### src/sv/lfsa_pkg.sv
// Shared types and constants for the lowest-free slot allocator.
// Holds the request/response beat structs and the command and status codes.
// No dependencies.
`timescale 1ns / 1ps

package lfsa_pkg;

	localparam int SLOT_W    = 11;
	localparam int KIND_W    = 4;
	localparam int SLOTS_DEF = 1024;

	// Tag value that marks a slot as free
	localparam logic [KIND_W-1:0] FREE_TAG = '0;

	typedef enum logic [1:0] {
		CMD_ALLOC = 2'd0,
		CMD_FREE  = 2'd1,
		CMD_NEXT  = 2'd2,
		CMD_PREV  = 2'd3
	} cmd_t;

	typedef enum logic [1:0] {
		STAT_OK    = 2'd0,
		STAT_FULL  = 2'd1,
		STAT_RANGE = 2'd2
	} status_t;

	typedef struct packed {
		cmd_t              cmd;
		logic [KIND_W-1:0] kind;
		logic [SLOT_W-1:0] slot;
	} req_t;

	typedef struct packed {
		logic [SLOT_W-1:0] result_slot;
		status_t           status;
	} rsp_t;

endpackage

### src/sv/lfsa_tag_ram.sv
// Tag store of the slot allocator: one write port, one read port,
// read data registered. Uses lfsa_pkg for the tag width.
`timescale 1ns / 1ps

module lfsa_tag_ram
	import lfsa_pkg::*;
#(
	parameter int unsigned DEPTH = SLOTS_DEF,
	localparam int unsigned AW = $clog2(DEPTH)
) (
	input  logic              clk,
	input  logic              we,
	input  logic [AW-1:0]     waddr,
	input  logic [KIND_W-1:0] wdata,
	input  logic              re,
	input  logic [AW-1:0]     raddr,
	output logic [KIND_W-1:0] rdata
);

	logic [KIND_W-1:0] mem [DEPTH];

	// write port
	always_ff @(posedge clk) begin
		if (we) begin
			mem[waddr] <= wdata;
		end
	end

	// registered read port
	always_ff @(posedge clk) begin
		if (re) begin
			rdata <= mem[raddr];
		end
	end

endmodule

### config.mk
export PLATFORM = sky130hd
export DESIGN_NAME = lfsa_tag_ram
export DESIGN_NICKNAME = d
export VERILOG_FILES = /design/src/sv/lfsa_pkg.sv /design/src/sv/lfsa_tag_ram.sv
export SDC_FILE = /design/constraint.sdc
export NUM_CORES = 2
export LEC_CHECK = 0
export ABC_AREA = 1
export BUFFER_PORTS_ARGS = -buffer_cell sky130_fd_sc_hd__buf_2
export CORE_UTILIZATION = 57
export DETAILED_ROUTE_END_ITERATION = 7
export GPL_TIMING_DRIVEN = 1
export PLACE_DENSITY_LB_ADDON = 0.1
export SKIP_CTS_REPAIR_TIMING = 1
export SKIP_LAST_GASP = 1
export SYNTH_ARGS = -nofsm -noshare
export SYNTH_HDL_FRONTEND = slang
export SYNTH_SLANG_ARGS = --single-unit
### constraint.sdc
create_clock -name clk -period 1.7 [get_ports clk]
set_input_delay 0.17 -clock clk [delete_from_list [all_inputs] [get_ports clk]]
set_output_delay 0.17 -clock clk [all_outputs]
set_load 0.01 [all_outputs]
==> Word level (Yosys, flattened, before mapping) <==
Memories as Yosys holds them, arrays and structs flattened. A register that Yosys moved wholly into a read port is not among the register bits.
Index checks and enable logic that the tools add are counted.
{ "classes": {"mux": 2} }
{ "ops": {"columns": ["op", "n"], "rows": [
  ["$mux W1", 2]
]} }
{ "word_totals": {"memories": 1, "out_inout_bits": 4, "ram_bits": 4096, "in_bits": 27, "regBits": 0, "elab_cells": 3} }
{ "mem_list": {"columns": ["memory", "words", "word_bits", "read_ports", "rd_ports_with_merged_regs", "wr", "line_no", "source"], "rows": [
  ["mem", 1024, 4, 1, 1, 1, "lfsa_tag_ram.sv:20", "logic [KIND_W-1:0] mem [DEPTH];"]
]} }

==> Logic depth before layout (Yosys ltp) <==
{ "logic_depth": {"ltp_word": 2, "depth_mapped": 17, "mapped_depth_nobuf": 13} }

==> Worst setup path before layout <==
OpenSTA, ideal clock, no wires.
{ "synth_timing": {"path_kind": "input to register", "startpoint": "in waddr[2]", "endpoint": "mem mem[443][0] (enable)", "slack_ns": -0.209, "t_required_ns": 1.371, "setup_ns": 0.329, "cell_stages": 8, "t_arrival_ns": 1.579, "n_path_buf": 3, "cell_sequence": "buf_2 nor3_1 inv_1 nor2_1 nand2_1 clkbuf_1 clkbuf_1 nor2_1"} }
{ "synth_rtl": {"columns": ["element", "line_no", "source"], "rows": [
  ["start: declaration", "lfsa_tag_ram.sv:13", "input logic [AW-1:0] waddr,"],
  ["end: declaration", "lfsa_tag_ram.sv:20", null]
]} }
Straight into the memory's write port.

==> Worst setup path in the final report <==
{ "layout_timing": {"startpoint": "reg rdata[0] (read register of mem)", "endpoint": "out rdata[0]"} }
{ "layout_rtl": {"columns": ["element", "line_no", "source"], "rows": [
  ["start: declaration", "lfsa_tag_ram.sv:17", "output logic [KIND_W-1:0] rdata"]
]} }
No word-level cell between the ends.

==> impl_metrics.tcl <==
set metrics [dict create \
    drc_errors 0 \
    grt_use_met1_pct 46.08 \
    vias 120400 \
    crit_buf_inv 1 \
    peakVddDrop_mv 0.9063 \
    yosys_warnings 0 \
    combPwrFrac_pct 7.2 \
    gr-total-overflow 0 \
    hold_violations 0 \
    drt_wl_total_um 510100 \
    ys_types 17 \
    dpl_worst_slack_ns -1.582 \
    power.internal_mw 167.8 \
    cts_buffer_depth 4 \
    fin_setup_tns_ns -1.371 \
    antenna_found_initial 23 \
    reg2regPathDepth 12 \
    worstHoldPathCells 6 \
    tritoncts "done" \
    p_sw_mw 49.11 \
    start_util_pct 57.47 \
    syn_area_per_cell_um2 11.61 \
    worst_skew_pair.late_latency_ns 0.96 \
    rsz0062_at_grt "true" \
    crit_fanout 2 \
    total_leakage_power_nw 73.96 \
    htreeDepth 5 \
    worstSetupStartpointType "flip-flop" \
    powerDensity_nw_per_um2 1062 \
    final_max_slew_viol_count 0 \
    fin_skew_ns 0.02509 \
    clock-sinks 4100 \
    finalSetupViolCount 8 \
    cp_num_cells 1 \
    gp_congestion 0.9331 \
    synth_nets 14610 \
    dieArea_um2 299200 \
    grt_pass1_wl_um 745400 \
    layout-drive-gt1-share_pct 19.12 \
    portBuffers 30 \
    grt_max_degree 99 \
    cts_buffers 411 \
    tightest_slew_ns 0.6183 \
    grt_usage_pct 33.65 \
    min_path_type "input port to flip-flop" \
    endpoint_kind "primary output" \
    cp.required_ns 1.53 \
    netlist_instances 14580 \
    gr-usage-met2_pct 52.80 \
    first_iter_violations 15990 \
    firstDrtPassIters 8 \
    ys_seq_elements 4100 \
    instances_no_fill 20000 \
    drt-wirelength-per-cell_um 25.50 \
    timing.hold.ws_ns 0.02471 \
    violations "negative setup slack" \
    critPathArrivalTime_ns 1.81 \
    swShare_pct 22.64 \
    grtUsageMet3_pct 6.071 \
    cts.clk_slew.worst_paths_ns 0.06 \
    ioPinCount 31 \
    area_delta_synth_final_pct 20.62 \
    postRouteAntennaNets 0 \
    final_nets 15760 \
    top_usage_layer "met2" \
    clkPwrFrac_pct 41.5 \
    die_x_um 547.0 \
    row_count 199 \
    vias_per_cell 6.020 \
    yosysSeqAreaShare_pct 72.72 \
    crit_type "flip-flop to primary output" \
    crit_chain "buf_2" \
    core-area_um2 294600 \
    maxCapViolations 0 \
    post-route-period-util_pct 116.3 \
    relSlewSlack_pct 58.78 \
    seq_power_share_pct 51.3 \
    die_y_um 547.0 \
    slowest_delay_ns 0.61 \
    worst_slack_ns -0.2767 \
    syn_area_um2 169300 \
    clock.fmax_ghz 0.5059 \
    clockRootBuffer "clkbuf_16" \
    crit_slowest_cell "edfxtp_1" \
    dp_cells 19240 \
    grt_pass1_vias 116200 \
    cp_top_family "flip-flops" \
    status "finished, violations left" \
    period_needed_ns 1.977 \
    hpwl_um 327100 \
]
## registers in the layout (all words and copies together) (netlist names)
signal	flops
rdata	4
mem	4096
## worst register-to-register path, cell delays in order (launching register included)
cell and delay (ns):
edfxtp_1 0.40, nand2_1 0.09, nand3_1 0.08, nand3_1 0.12, nand3_1 0.10, nand3_1 0.16, nand3_1 0.16, nand3_1 0.14
nand3_2 0.09, nand3_4 0.10, nand2_4 0.11, nand2_2 0.09, nand2_1 0.08
## cells by family (layout without fill, tap and decap cells)
family	count (synthesis)	in the layout	share of synthesized area, %
other	0	12	0
DFF	4100	4100	72.72
buffers and inverters	1144	2636	3.530
and+or+nand+nor	9335	9335	23.75
## synth_stat cells
master,instances,area (µm²)
buf_1,156,585.6
buf_12,1,20.02
buf_2,481,2407
buf_4,157,1179
buf_6,61,686.9
buf_8,1,15.01
clkbuf_1,243,912.1
clkinv_1,2,7.510
edfxtp_1,4100,123100
inv_1,38,142.6
inv_2,2,7.510
inv_4,2,12.51
nand2_1,4178,15680
nand3_1,4086,20450
nand4_1,7,43.79
nor2_1,1040,3904
nor3_1,24,120.1
## final cells by class
| class | count | area [µm²] |
|---|---|---|
| Antenna cell | 12 | 30.03 |
| Clock buffer | 505 | 10790 |
| Clock inverter | 243 | 2446 |
| Fill cell | 20540 | 90350 |
| Inverter | 44 | 230.2 |
| Multi-Input combinational cell | 9335 | 44270 |
| Sequential cell | 4100 | 123100 |
| Tap cell | 3919 | 4903 |
| Timing Repair Buffer | 1844 | 18430 |
## metrics by stage
| step | power [mW] | area (µm²) | utilization, % |
|---|---|---|---|
| floorplan | 120.8 | 170600 | - |
| global placement | 127.5 | 187200 | 63.54 |
| global route | 221.9 | 204200 | 69.32 |
| CTS | 216.1 | 200400 | 68.03 |
| finish | 216.9 | 204200 | 69.33 |
| detailed placement | 127.7 | 187200 | 63.54 |
## final timing paths
| kind | to | from | slack (ns) |
|---|---|---|---|
| max reg2reg | rdata[2] | mem[619][2] | -0.26 |
| max | rdata[0] | rdata[0] | -0.28 |
| min | mem[788][1] | waddr[3] | 0.02 |
| min reg2reg | rdata[1] | mem[296][1] | 1.28 |
## cell usage in the layout (no fill, tap or decap), types with 2 or more instances in the layout
cell           netlist  layout
clkbuf_1           243      87
buf_2              481      18
nand3_1           4086    3526
inv_1               38      35
buf_4              157    1443
clkbuf_16            0     418
buf_12               1     362
nand2_2              0      12
inv_8                0       2
buf_6               61       8
edfxtp_1          4100    4100
buf_8                1       7
nor2_2               0      44
nand3_4              0     119
bufinv_16            0      44
nor3_1              24      23
clkinv_8             0       4
inv_6                0       8
clkinv_4             0       5
clkinv_16            0       2
clkinv_1             2      83
nand4_1              7       7
dlygate4sd3_1        0       6
nand2_1           4178    4138
nor2_4               0       2
nand3_2              0     441
clkinvlp_4           0      16
nand2_4              0      28
diode_2              0      12
inv_16               0       6
clkinv_2             0      80
nor2_1            1040     994
## per-layer routing
| layer | up-vias | part of all wire [%] |
|---|---|---|
| li1 | 53850 | - |
| met3 | 1084 | 10 |
| met2 | 6914 | 46 |
| met4 | 2 | 5.0 |
| met1 | 58570 | 39 |
| met5 | - | 0.0025 |
## power by group through the flow
stage                     logic [mW]  clock network (mW)  registers (mW)
after floorplan                 7.31                   0             113
after global placement          14.1                   0             113
after detailed placement        14.3                   0             113
after CTS                       14.3                90.5             111
after global routing            16.5                94.1             111
final                           15.6                90.0             111
No activity file was read; power rests on OpenSTA's default activity.
